$ cat config.mk
export PLATFORM = sky130hd
export DESIGN_NAME = deadline_sorted_queue
export DESIGN_NICKNAME = d
export VERILOG_FILES = /design/src/design/dsq_pkg.sv /design/src/design/dsq_ram.sv /design/src/design/deadline_sorted_queue.sv
export SDC_FILE = /design/constraint.sdc
export NUM_CORES = 1
export LEC_CHECK = 0
export BUFFER_PORTS_ARGS = -buffer_cell sky130_fd_sc_hd__buf_2
export CAP_MARGIN = 20
export CORE_MARGIN = 5
export CORE_UTILIZATION = 57
export CTS_CLUSTER_SIZE = 10
export DETAILED_ROUTE_END_ITERATION = 8
export PLACE_DENSITY = 0.79
export SLEW_MARGIN = 20
export SYNTH_ARGS = -nofsm -noshare
export SYNTH_HDL_FRONTEND = slang
export SYNTH_SLANG_ARGS = --single-unit
$ cat constraint.sdc
create_clock -name clk -period 7.2 [get_ports clk]
set_input_delay 1.44 -clock clk [delete_from_list [all_inputs] [get_ports clk]]
set_output_delay 1.44 -clock clk [all_outputs]
set_load 0.1 [all_outputs]
$ cat src/design/dsq_pkg.sv
// Package for the deadline-sorted queue: request and status codes,
// entry layout and the packed request/result transfer types.
// No dependencies.
`timescale 1ns / 1ps

package dsq_pkg;

    // Request codes
    typedef enum logic [1:0] {
        REQ_INSERT       = 2'd0,
        REQ_REMOVE_KEY   = 2'd1,
        REQ_REMOVE_FIRST = 2'd2,
        REQ_TICK         = 2'd3
    } req_t;

    // Status codes
    typedef enum logic [1:0] {
        ST_OK        = 2'd0,
        ST_EMPTY     = 2'd1,
        ST_NOT_FOUND = 2'd2,
        ST_FULL      = 2'd3
    } status_t;

    // One stored entry
    typedef struct packed {
        logic [7:0] key;
        logic [7:0] deadline;
        logic [7:0] points;
    } entry_t;

    // Request transfer
    typedef struct packed {
        req_t       req_type;
        logic [7:0] key;
        logic [7:0] deadline;
        logic [7:0] points;
    } request_t;

    // Result transfer
    typedef struct packed {
        status_t    status;
        logic       expired;
        logic [3:0] count;
        logic       head_valid;
        logic [7:0] head_key;
        logic [7:0] head_deadline;
        logic [7:0] head_points;
    } result_t;

endpackage

$ cat src/design/dsq_ram.sv
// Entry store of the deadline-sorted queue: one write port, one read
// port, read data registered. Depends on dsq_pkg.
`timescale 1ns / 1ps

module dsq_ram #(
    parameter int DEPTH  = 8,
    parameter int ADDR_W = 3
) (
    input  logic                clk,
    input  logic                wr_en,
    input  logic [ADDR_W-1:0]   wr_addr,
    input  dsq_pkg::entry_t     wr_data,
    input  logic                rd_en,
    input  logic [ADDR_W-1:0]   rd_addr,
    output dsq_pkg::entry_t     rd_data
);

    dsq_pkg::entry_t mem [DEPTH];
    dsq_pkg::entry_t rd_data_reg;

    // Write port
    always_ff @(posedge clk)
    begin
        if (wr_en)
        begin
            mem[wr_addr] <= wr_data;
        end
    end

    // Registered read port
    always_ff @(posedge clk)
    begin
        if (rd_en)
        begin
            rd_data_reg <= mem[rd_addr];
        end
    end

    assign rd_data = rd_data_reg;

endmodule

$ cat src/design/deadline_sorted_queue.sv
// Deadline-sorted queue: sequencer that walks the entry store for each
// request. Depends on dsq_pkg and dsq_ram.
//
// Flow: a walking request passes S_RUN, S_FINISH, S_HEAD and S_RESULT in turn;
// insert or tick on an empty queue starts at S_FINISH, and a full insert or a
// remove on an empty queue starts at S_HEAD.
// Throughput: one request at a time; busy falls the cycle after the result.
// The walk handles one entry per cycle over the store's single read and write
// port.
// Reset: occupancy and expired flag clear at once; entries stay undefined.
// Results are shown on done for one cycle and cannot be stalled.
`timescale 1ns / 1ps

module deadline_sorted_queue #(
    parameter int QUEUE_DEPTH = 8
) (
    input  logic               clk,
    input  logic               rst_n,
    input  logic               start,
    output logic               busy,
    input  dsq_pkg::request_t  request,
    output logic               done,
    output dsq_pkg::result_t   result
);

    localparam int IDX_W = (QUEUE_DEPTH > 1) ? $clog2(QUEUE_DEPTH) : 1;
    localparam int CNT_W = $clog2(QUEUE_DEPTH + 1);

    typedef enum logic [4:0] {
        S_IDLE   = 5'b00001,
        S_RUN    = 5'b00010,
        S_FINISH = 5'b00100,
        S_HEAD   = 5'b01000,
        S_RESULT = 5'b10000
    } state_t;

    state_t             state_reg, state_next;
    dsq_pkg::req_t      op_reg, op_next;
    dsq_pkg::status_t   status_reg, status_next;
    logic [CNT_W-1:0]   occ_reg, occ_next;
    logic [CNT_W-1:0]   left_reg, left_next;
    logic [IDX_W-1:0]   ptr_reg, ptr_next;
    logic [IDX_W-1:0]   pend_idx_reg, pend_idx_next;
    logic               pend_valid_reg, pend_valid_next;
    logic               flag_reg, flag_next;
    logic               expired_reg, expired_next;
    logic [7:0]         key_reg, key_next;
    logic [7:0]         dl_reg, dl_next;
    logic [7:0]         pts_reg, pts_next;

    logic               wr_en;
    logic [IDX_W-1:0]   wr_addr;
    dsq_pkg::entry_t    wr_data;
    logic               rd_en;
    logic [IDX_W-1:0]   rd_addr;
    dsq_pkg::entry_t    rd_data;
    dsq_pkg::entry_t    new_entry;
    dsq_pkg::entry_t    tick_entry;
    logic               match;

    dsq_ram #(
        .DEPTH  (QUEUE_DEPTH),
        .ADDR_W (IDX_W)
    ) u_ram (
        .clk     (clk),
        .wr_en   (wr_en),
        .wr_addr (wr_addr),
        .wr_data (wr_data),
        .rd_en   (rd_en),
        .rd_addr (rd_addr),
        .rd_data (rd_data)
    );

    // Entry built from the request, the ticked copy of the read entry and the match flag
    always_comb
    begin
        new_entry.key      = key_reg;
        new_entry.deadline = dl_reg;
        new_entry.points   = pts_reg;
        tick_entry         = rd_data;
        if (rd_data.deadline != 8'd0)
        begin
            tick_entry.deadline = rd_data.deadline - 8'd1;
        end
        if (op_reg == dsq_pkg::REQ_REMOVE_FIRST)
        begin
            match = (pend_idx_reg == '0);
        end
        else
        begin
            match = (rd_data.key == key_reg);
        end
    end

    // Sequencer: while walking, issue one read per cycle and act on the entry read last cycle
    always_comb
    begin
        state_next      = state_reg;
        op_next         = op_reg;
        status_next     = status_reg;
        occ_next        = occ_reg;
        left_next       = left_reg;
        ptr_next        = ptr_reg;
        pend_idx_next   = pend_idx_reg;
        pend_valid_next = pend_valid_reg;
        flag_next       = flag_reg;
        expired_next    = expired_reg;
        key_next        = key_reg;
        dl_next         = dl_reg;
        pts_next        = pts_reg;
        wr_en           = 1'b0;
        wr_addr         = '0;
        wr_data         = new_entry;
        rd_en           = 1'b0;
        rd_addr         = ptr_reg;

        case (state_reg)
            S_IDLE:
            begin
                if (start)
                begin
                    op_next         = request.req_type;
                    key_next        = request.key;
                    dl_next         = request.deadline;
                    pts_next        = request.points;
                    status_next     = dsq_pkg::ST_OK;
                    flag_next       = 1'b0;
                    pend_valid_next = 1'b0;
                    left_next       = occ_reg;
                    if (request.req_type == dsq_pkg::REQ_INSERT)
                    begin
                        // insert walks from the tail downwards
                        ptr_next = IDX_W'(occ_reg - CNT_W'(1));
                    end
                    else
                    begin
                        ptr_next = '0;
                    end
                    case (request.req_type)
                        dsq_pkg::REQ_INSERT:
                        begin
                            if (occ_reg == CNT_W'(QUEUE_DEPTH))
                            begin
                                status_next = dsq_pkg::ST_FULL;
                                state_next  = S_HEAD;
                            end
                            else if (occ_reg == '0)
                            begin
                                state_next = S_FINISH;
                            end
                            else
                            begin
                                state_next = S_RUN;
                            end
                        end
                        dsq_pkg::REQ_REMOVE_KEY, dsq_pkg::REQ_REMOVE_FIRST:
                        begin
                            if (occ_reg == '0)
                            begin
                                status_next = dsq_pkg::ST_EMPTY;
                                state_next  = S_HEAD;
                            end
                            else
                            begin
                                state_next = S_RUN;
                            end
                        end
                        default:
                        begin
                            state_next = (occ_reg == '0) ? S_FINISH : S_RUN;
                        end
                    endcase
                end
            end

            S_RUN:
            begin
                // read side
                if (left_reg != '0)
                begin
                    rd_en           = 1'b1;
                    rd_addr         = ptr_reg;
                    left_next       = left_reg - CNT_W'(1);
                    pend_valid_next = 1'b1;
                    pend_idx_next   = ptr_reg;
                    if (op_reg == dsq_pkg::REQ_INSERT)
                    begin
                        ptr_next = ptr_reg - IDX_W'(1);
                    end
                    else
                    begin
                        ptr_next = ptr_reg + IDX_W'(1);
                    end
                end
                else
                begin
                    pend_valid_next = 1'b0;
                    state_next      = S_FINISH;
                end

                // modify-write side
                if (pend_valid_reg)
                begin
                    case (op_reg)
                        dsq_pkg::REQ_INSERT:
                        begin
                            if (!flag_reg)
                            begin
                                wr_en   = 1'b1;
                                wr_addr = pend_idx_reg + IDX_W'(1);
                                if (rd_data.deadline >= dl_reg)
                                begin
                                    wr_data = rd_data;
                                end
                                else
                                begin
                                    wr_data   = new_entry;
                                    flag_next = 1'b1;
                                end
                            end
                        end
                        dsq_pkg::REQ_REMOVE_KEY, dsq_pkg::REQ_REMOVE_FIRST:
                        begin
                            if (flag_reg)
                            begin
                                wr_en   = 1'b1;
                                wr_addr = pend_idx_reg - IDX_W'(1);
                                wr_data = rd_data;
                            end
                            else if (match)
                            begin
                                flag_next = 1'b1;
                            end
                        end
                        default:
                        begin
                            wr_en   = 1'b1;
                            wr_addr = pend_idx_reg;
                            wr_data = tick_entry;
                            if (rd_data.deadline == 8'd1)
                            begin
                                expired_next = 1'b1;
                            end
                        end
                    endcase
                end
            end

            S_FINISH:
            begin
                case (op_reg)
                    dsq_pkg::REQ_INSERT:
                    begin
                        if (!flag_reg)
                        begin
                            wr_en   = 1'b1;
                            wr_addr = '0;
                            wr_data = new_entry;
                        end
                        occ_next = occ_reg + CNT_W'(1);
                    end
                    dsq_pkg::REQ_REMOVE_KEY, dsq_pkg::REQ_REMOVE_FIRST:
                    begin
                        if (flag_reg)
                        begin
                            occ_next = occ_reg - CNT_W'(1);
                        end
                        else
                        begin
                            status_next = dsq_pkg::ST_NOT_FOUND;
                        end
                    end
                    default:
                    begin
                        occ_next = occ_reg;
                    end
                endcase
                state_next = S_HEAD;
            end

            S_HEAD:
            begin
                rd_en      = 1'b1;
                rd_addr    = '0;
                state_next = S_RESULT;
            end

            S_RESULT:
            begin
                state_next = S_IDLE;
            end

            default:
            begin
                state_next = S_IDLE;
            end
        endcase
    end

    // Control registers
    always_ff @(posedge clk or negedge rst_n)
    begin
        if (!rst_n)
        begin
            state_reg      <= S_IDLE;
            op_reg         <= dsq_pkg::REQ_INSERT;
            status_reg     <= dsq_pkg::ST_OK;
            occ_reg        <= '0;
            left_reg       <= '0;
            ptr_reg        <= '0;
            pend_idx_reg   <= '0;
            pend_valid_reg <= 1'b0;
            flag_reg       <= 1'b0;
            expired_reg    <= 1'b0;
        end
        else
        begin
            state_reg      <= state_next;
            op_reg         <= op_next;
            status_reg     <= status_next;
            occ_reg        <= occ_next;
            left_reg       <= left_next;
            ptr_reg        <= ptr_next;
            pend_idx_reg   <= pend_idx_next;
            pend_valid_reg <= pend_valid_next;
            flag_reg       <= flag_next;
            expired_reg    <= expired_next;
        end
    end

    // Request payload registers
    always_ff @(posedge clk)
    begin
        key_reg <= key_next;
        dl_reg  <= dl_next;
        pts_reg <= pts_next;
    end

    // Result transfer
    assign busy = (state_reg != S_IDLE);
    assign done = (state_reg == S_RESULT);

    always_comb
    begin
        result.status     = status_reg;
        result.expired    = expired_reg;
        result.count      = 4'(occ_reg);
        result.head_valid = (occ_reg != '0);
        if (occ_reg != '0)
        begin
            result.head_key      = rd_data.key;
            result.head_deadline = rd_data.deadline;
            result.head_points   = rd_data.points;
        end
        else
        begin
            result.head_key      = 8'd0;
            result.head_deadline = 8'd0;
            result.head_points   = 8'd0;
        end
    end

    // Checks
    a_occ_bound: assert property (@(posedge clk) disable iff (!rst_n)
        1'b1 |-> (occ_reg <= CNT_W'(QUEUE_DEPTH)))
        else $error("occupancy above queue depth");

    a_expired_sticky: assert property (@(posedge clk) disable iff (!rst_n)
        expired_reg |=> expired_reg)
        else $error("expired flag cleared");

    a_done_single: assert property (@(posedge clk) disable iff (!rst_n)
        done |=> !done)
        else $error("result strobe longer than one cycle");

    a_occ_only_finish: assert property (@(posedge clk) disable iff (!rst_n)
        (state_reg != S_FINISH) |=> $stable(occ_reg))
        else $error("occupancy changed outside finish step");

    a_no_write_idle: assert property (@(posedge clk) disable iff (!rst_n)
        wr_en |-> (state_reg == S_RUN || state_reg == S_FINISH))
        else $error("store written outside a walk");

endmodule

==> reports/results.ini, run 1 <==
[run_status]
status=finished clean

[detailed_routing]
route.detailed.drc=0
dr.pass1.iters=7
wl_um=29600
ant_nets=0
first_iter_violations=1007
via_per_inst=6.42
wl_per_cell_um=23.6
vias=8055

[timing]
skew_ps=11.0
fmax_mhz=244
hold_ws_ps=482
final.min_clock_period_ps=4090
setup_viol=0
slew_headroom=0.323
hold_violations=0
drv_slew=0
rsz0062_at_grt=false
setup_ws_ps=3110
fin_tns_setup_ps=0
worst_slew_pin_slew_ps=1010
fin_crit_sh=0.568

[setup_path]
path_class=reg2out
r2r_end=u_ram.mem[2][9]
r2r_setup_slack_ps=3190
cp.arrival_ps=2650
r2r-start=u_ram.rd_data[15]
crit_fanout=28
max_stage_delay_ps=500
cp-start-kind=flop
endpoint_kind=primary output
ff2ff_path_depth=7
required_ps=5760
cp_slowest_cell=buf_2
crit_chain=inv_1 > ha_1 > nand2b_1 > nor2_2 > buf_4 > nor2b_1 > buf_2

[synth]
synth-main-ff-cell=edfxtp_1
syn_area_sq_mm=0.0124
synth_top_area_cell=edfxtp_1
synthCells=905
synth_top_area_frac=0.583
yosysSeqAreaShare=0.636
synth_edf_count=240
synth_cell_types=62
synth_area_leaders=edfxtp_1, dfrtp_1, mux4_2, mux2i_1, ha_1
ys.warnings.count=0
synth.net_count=957
synth-seq-cells=266
async_flop_share=0.0977
syn_avg_cell_area_sq_um=13.7

[hold_path]
hp-class=reg2reg
hold_end=expired_reg
hp-start=expired_reg
whs_path_depth=1

[global_route]
grt_pass1_vias=8015
antenna_found_initial=0
track_usage=0.242
grt_pass1_wl_um=46100
grt_util_met1=0.340
grt_max_degree=53
top_usage_layer=met2
globalRouteMet3Util=0.0462
grt_remaining_overflow=0
grt_use_met2=0.387

[clocking]
path_clk_slew_ps=60
cts_buffers=31
hold_buffers=0
cts_num_sinks=266
cts-resized-gates=0
insertion_delay_ps=540
cts_tree=done
cts_setup_buffers=0
cts.path.max_buffers=3
htreeDepth=1
cts-root-buf=clkbuf_16

[final_layout]
syn_to_final_growth_pct=12.4
fillers=1554
fin_cells=1254
drive_gt1_frac=0.201
antenna_cells=0
finalNetCount=1018
final_util=0.655
largest_register_ffs=192

[floorplan]
row_count=53
die-area_sq_mm=0.0247
die_w_um=157
ios=63
fp.dieH_um=157
start_util=0.583
core_sq_mm=0.0212

[run]
maxCapViolations=0

[pwr]
leakage_nw=4.89
peakVddDrop_mv=0.296
power_density_mw_per_mm2=463

[placed_design]
placedCellCount=1208
port_buffers=62
post-place-ws_ps=3310
gp_congestion=0.852
hpwl_um=18300

-- metrics by stage --
stage | power, mW | cell area (sq um)
finish | 6.44 | 13900
detailed placement | 5.09 | 13000
CTS | 6.46 | 13900
floorplan | 4.42 | 12400
global placement | 5.03 | 13000
global route | 6.73 | 13900
-- layer usage --
| layer | up-vias | wire length [um] |
|---|---|---|
| met5 | - | 0 |
| met4 | 0 | 963 |
| met3 | 73 | 2750 |
| met2 | 405 | 14000 |
| met1 | 3937 | 11900 |
| li1 | 3640 | - |
-- placed cells by master (no fill, tap or decap), drive strengths merged, types with 16 or more instances in the layout --
cell type  count
a221oi        26
a21oi         37
inv           32
ha            22
clkbuf        44
a211oi        29
buf           90
dfrtp         25
o21ai         45
nor2b         24
nor3          16
mux4          24
nor2          43
mux2i         51
edfxtp       240
or3           19
mux2          20
nand2         56
a31oi         43
-- cells by family after synthesis --
kind of cell | synth area share
xor+xnor | 0.0106
flops | 0.636
compound gates | 0.112
buf+inv | 0.0318
mux | 0.103
simple gates | 0.0831
fa+ha+maj | 0.0239
-- worst max-delay path: cells and delay by family, from the launching register on --
kind	cells	cell delay, ps
buffers and inverters	3	880
AND/OR/NAND/NOR	3	550
flip-flops	1	390
adder cells (fa/ha/maj)	1	260
-- synth_stat cells, drive strengths merged (4+ instances only) --
library cell,instances
nand4,4
inv,32
mux2i,51
nor2,43
nand3,10
o31ai,4
a211oi,29
buf,18
nor3,16
nand2b,4
mux4,24
nand2,56
dfrtp,25
or3,19
a31oi,43
nand3b,7
o21ai,45
nor2b,24
a21oi,37
clkbuf,44
a221oi,26
xnor2,12
ha,22
o211ai,6
edfxtp,240
mux2,20
-- where the power goes --
group	internal (mW)	switching, mW	leakage (nW)	total [mW]
Clock	0.805	0.559	0.423	1.36
Sequential	2.00	0.203	2.51	2.20
Combinational	0.742	2.13	1.96	2.88
-- worst max path at each step --
stage	from	end	slack [ps]	cells past startpoint
floorplan	occ_reg[0]	result[11]	2450	6
global placement	u_ram.rd_data[11]	u_ram.mem[2][9]	3480	7
detailed placement	u_ram.rd_data[11]	u_ram.mem[3][9]	3310	7
CTS	occ_reg[0]	result[15]	3140	7
global route	u_ram.rd_data[15]	u_ram.mem[5][9]	2920	7
finish	occ_reg[0]	result[15]	3110	7
-- area by class of cell --
type	instances	area [sq um]	share of cell area
Tap cell	275	344	0.0248
Clock buffer	44	855	0.0615
Clock inverter	2	10.0	0.000720
Inverter	32	120	0.00864
Multi-Input combinational cell	545	4190	0.301
Sequential cell	266	7860	0.566
Timing Repair Buffer	90	520	0.0374
Power figures use the tool's default switching activity.
==> run 2, diff against run 1 <==
--- a/config.mk
+++ b/config.mk
@@ -5,6 +5,7 @@
 export SDC_FILE = /design/constraint.sdc
 export NUM_CORES = 1
 export LEC_CHECK = 0
+export ABC_AREA = 1
 export BUFFER_PORTS_ARGS = -buffer_cell sky130_fd_sc_hd__buf_2
 export CAP_MARGIN = 20
 export CORE_MARGIN = 5
==> constraint.sdc (replaced) <==
create_clock -name clk -period 3.8 [get_ports clk]
set_input_delay 0.76 -clock clk [delete_from_list [all_inputs] [get_ports clk]]
set_output_delay 0.76 -clock clk [all_outputs]
set_load 0.1 [all_outputs]
==> run 2 against run 1 <==
Against the previous run:
- flip-flop and latch count stayed put
- register-to-register slack lost 2500 ps
- synthesized area grew 2.3%
- largest power group unchanged
==> reports/results.ini, run 2 <==
[run_status]
status=finished clean

[placed_design]
gp_congestion=0.957  ; +12%
port_buffers=62  ; unchanged
hpwl_um=19300  ; +5.5%

[floorplan]
core_sq_mm=0.0218  ; +2.8%
start_util=0.580  ; -0.00315
die_w_um=159  ; +1.1%
row_count=54  ; +1.9%
ios=63  ; unchanged
fp.dieH_um=159  ; +1.1%
die-area_sq_mm=0.0253  ; +2.1%

[run]
maxCapViolations=0  ; unchanged

[final_layout]
multi_input_area_sq_mm=0.00409  ; -2.4%
drive_gt1_frac=0.167  ; -0.0347
seqCellArea_sq_mm=0.00786  ; about the same
final_cell_mix=edfxtp_1, nand2_1, nor2_1
syn_to_final_growth_pct=12.2
fillers=1617  ; +4.1%
layout_commonest_cell=edfxtp_1
finalNetCount=1318  ; +29%
antenna_cells=0  ; unchanged
largest_register_ffs=192  ; unchanged

[global_route]
grt_pass1_wl_um=48400  ; +5.0%
grt_pass1_vias=9009  ; +12%
track_usage=0.236  ; -0.00613
grt_remaining_overflow=0  ; unchanged
antenna_found_initial=0  ; unchanged
grt_max_degree=97  ; +83%

[pwr]
p_seq_frac=0.334  ; -0.007
power_density_mw_per_mm2=831  ; +79%
peakVddDrop_mv=0.613  ; +110%
power_mw=11.8  ; +83%
p_sw_frac=0.451  ; +0.00139
p_clk_frac=0.214  ; +0.002
p_switching_mw=5.32  ; +84%
comb_power_share=0.452  ; +0.005
p_int_mw=6.48  ; +83%
leakage_nw=5.60  ; +15%

[detailed_routing]
dr.pass1.iters=5  ; -2
first_iter_violations=1219  ; +21%
wl_um=31100  ; +5.2%
route.detailed.drc=0  ; unchanged
via_per_inst=6.03  ; -6.2%
vias=9394  ; +17%
ant_nets=0  ; unchanged
wl_per_cell_um=20.0  ; -15%

[timing]
final.min_clock_period_ps=3220
fin_crit_sh=0.848
hold_ws_ps=218  ; -264 ps
rsz0062_at_grt=false
drv_slew=0  ; unchanged
hold_violations=0  ; unchanged
skew_ps=21.9  ; +10.9 ps
slew_headroom=0.426  ; +0.103
setup_viol=0  ; unchanged
worst_slew_pin_slew_ps=861  ; -149 ps
fin_tns_setup_ps=0  ; unchanged
fmax_mhz=310

[synth]
synth_top_area_frac=0.570  ; -0.0130
async_flop_share=0.0977  ; unchanged
synth_cell_types=44  ; -29%
synthTopCellsByCount=edfxtp_1, nand2_1, nor2_1
synth_edf_count=240  ; unchanged
synth_area_leaders=edfxtp_1, nand2_1, dfrtp_1, nor2_1, inv_1
ys.warnings.count=0  ; unchanged
syn_avg_cell_area_sq_um=10.6  ; -23%
synth_top_area_cell=edfxtp_1
synthCells=1195  ; +32%
syn_area_sq_mm=0.0126  ; +2.3%
synth-seq-cells=266  ; unchanged
yosysMostFrequentCell=edfxtp_1
yosysSeqAreaShare=0.621  ; -0.0142
synth.net_count=1247  ; +30%
synth-main-ff-cell=edfxtp_1

[setup_path]
crit_chain=inv_1 > ha_1 > nand2_1 > nor2_2 > buf_12 > nor2_1 > buf_2
required_ps=3040  ; -2720 ps
cp-startpoint=occ_reg[0]
crit_fanout=18  ; -36%
ff2ff_path_depth=12  ; +5
cp-start-kind=flop
r2r_setup_slack_ps=740  ; -2450 ps
max_stage_delay_ps=450  ; -50 ps
cp_slowest_cell=dfrtp_1
endpoint_kind=primary output
r2r_end=u_ram.mem[2][9]
r2r-start=u_ram.rd_data[15]
cp.arrival_ps=2460  ; -190 ps
path_class=reg2out
crit_end=result[23]

[clocking]
path_clk_slew_ps=60  ; about the same
cts.path.max_buffers=3  ; unchanged
hold_buffers=0  ; unchanged
cts_buffers=30  ; -3.2%
cts-root-buf=clkbuf_16
insertion_delay_ps=540  ; about the same
cts-resized-gates=0  ; unchanged
cts_num_sinks=266  ; unchanged
cts_tree=done
htreeDepth=1  ; unchanged
cts_setup_buffers=0  ; unchanged

[hold_path]
hp-class=in2async

-- run 2: stage by stage --
| step | cells | area [sq um] | worst slack [ps] | utilization |
|---|---|---|---|---|
| CTS | 1559 | 14200 | 565 | 0.650 |
| global placement | 1514 | 13400 | 1000 | 0.612 |
| global route | 1559 | 14200 | 433 | 0.650 |
| detailed placement | 1514 | 13400 | 866 | 0.612 |
| finish | 1559 | 14200 | 577 | 0.650 |
| floorplan | 1195 | 12600 | -89.8 | - |
-- run 2: cell families after synthesis --
| group | share of synthesized area |
|---|---|
| AOI/OAI and AO/OA | 0.123 |
| and+or+nand+nor | 0.166 |
| DFF | 0.621 |
| adders and majority gates | 0.0233 |
| buffers and inverters | 0.0572 |
| xor gates and xnor gates | 0.00900 |
-- run 2: power by group through the flow --
stage | Sequential, mW | Combinational, mW | Clock (mW)
final | 3.94 | 5.34 | 2.52
after global placement | 3.97 | 5.15 | 0
after detailed placement | 3.98 | 5.27 | 0
after global routing | 3.96 | 5.74 | 2.68
after CTS | 3.93 | 5.29 | 2.55
after floorplan | 4.14 | 3.83 | 0
-- run 2: critical path: cells and delay by family, from the launching register on --
family,cells,cell delay (ps)
AND/OR/NAND/NOR,3,610
adder cells (fa/ha/maj),1,200
flip-flops,1,450
buffers and inverters,3,660
-- run 2: cell type report --
type                    count  area share
repair buffers            102      0.0448
well taps                 280      0.0247
clock buffers              45      0.0591
multi-input cells         754       0.288
flip-flops and latches    266       0.554
inverters                 112      0.0296
-- run 2: routing by layer --
layer	global-route usage	vias up	share of wire	wire, um
met2	0.389	533	0.48	14800
met4	0.0834	0	0.032	1010
met3	0.0386	71	0.095	2970
met1	0.321	4477	0.40	12300
li1	-	4313	-	-
met5	0	-	0	0
-- run 2: worst min-delay path by stage --
| stage | endpoint | slack, ps | depth (start not counted) |
|---|---|---|---|
| floorplan | expired_reg | 440 | 1 |
| global route | occ_reg[1] | 260 | 1 |
| global placement | expired_reg | 460 | 1 |
| CTS | occ_reg[3] | 210 | 1 |
| finish | occ_reg[3] | 220 | 1 |
| detailed placement | expired_reg | 470 | 1 |
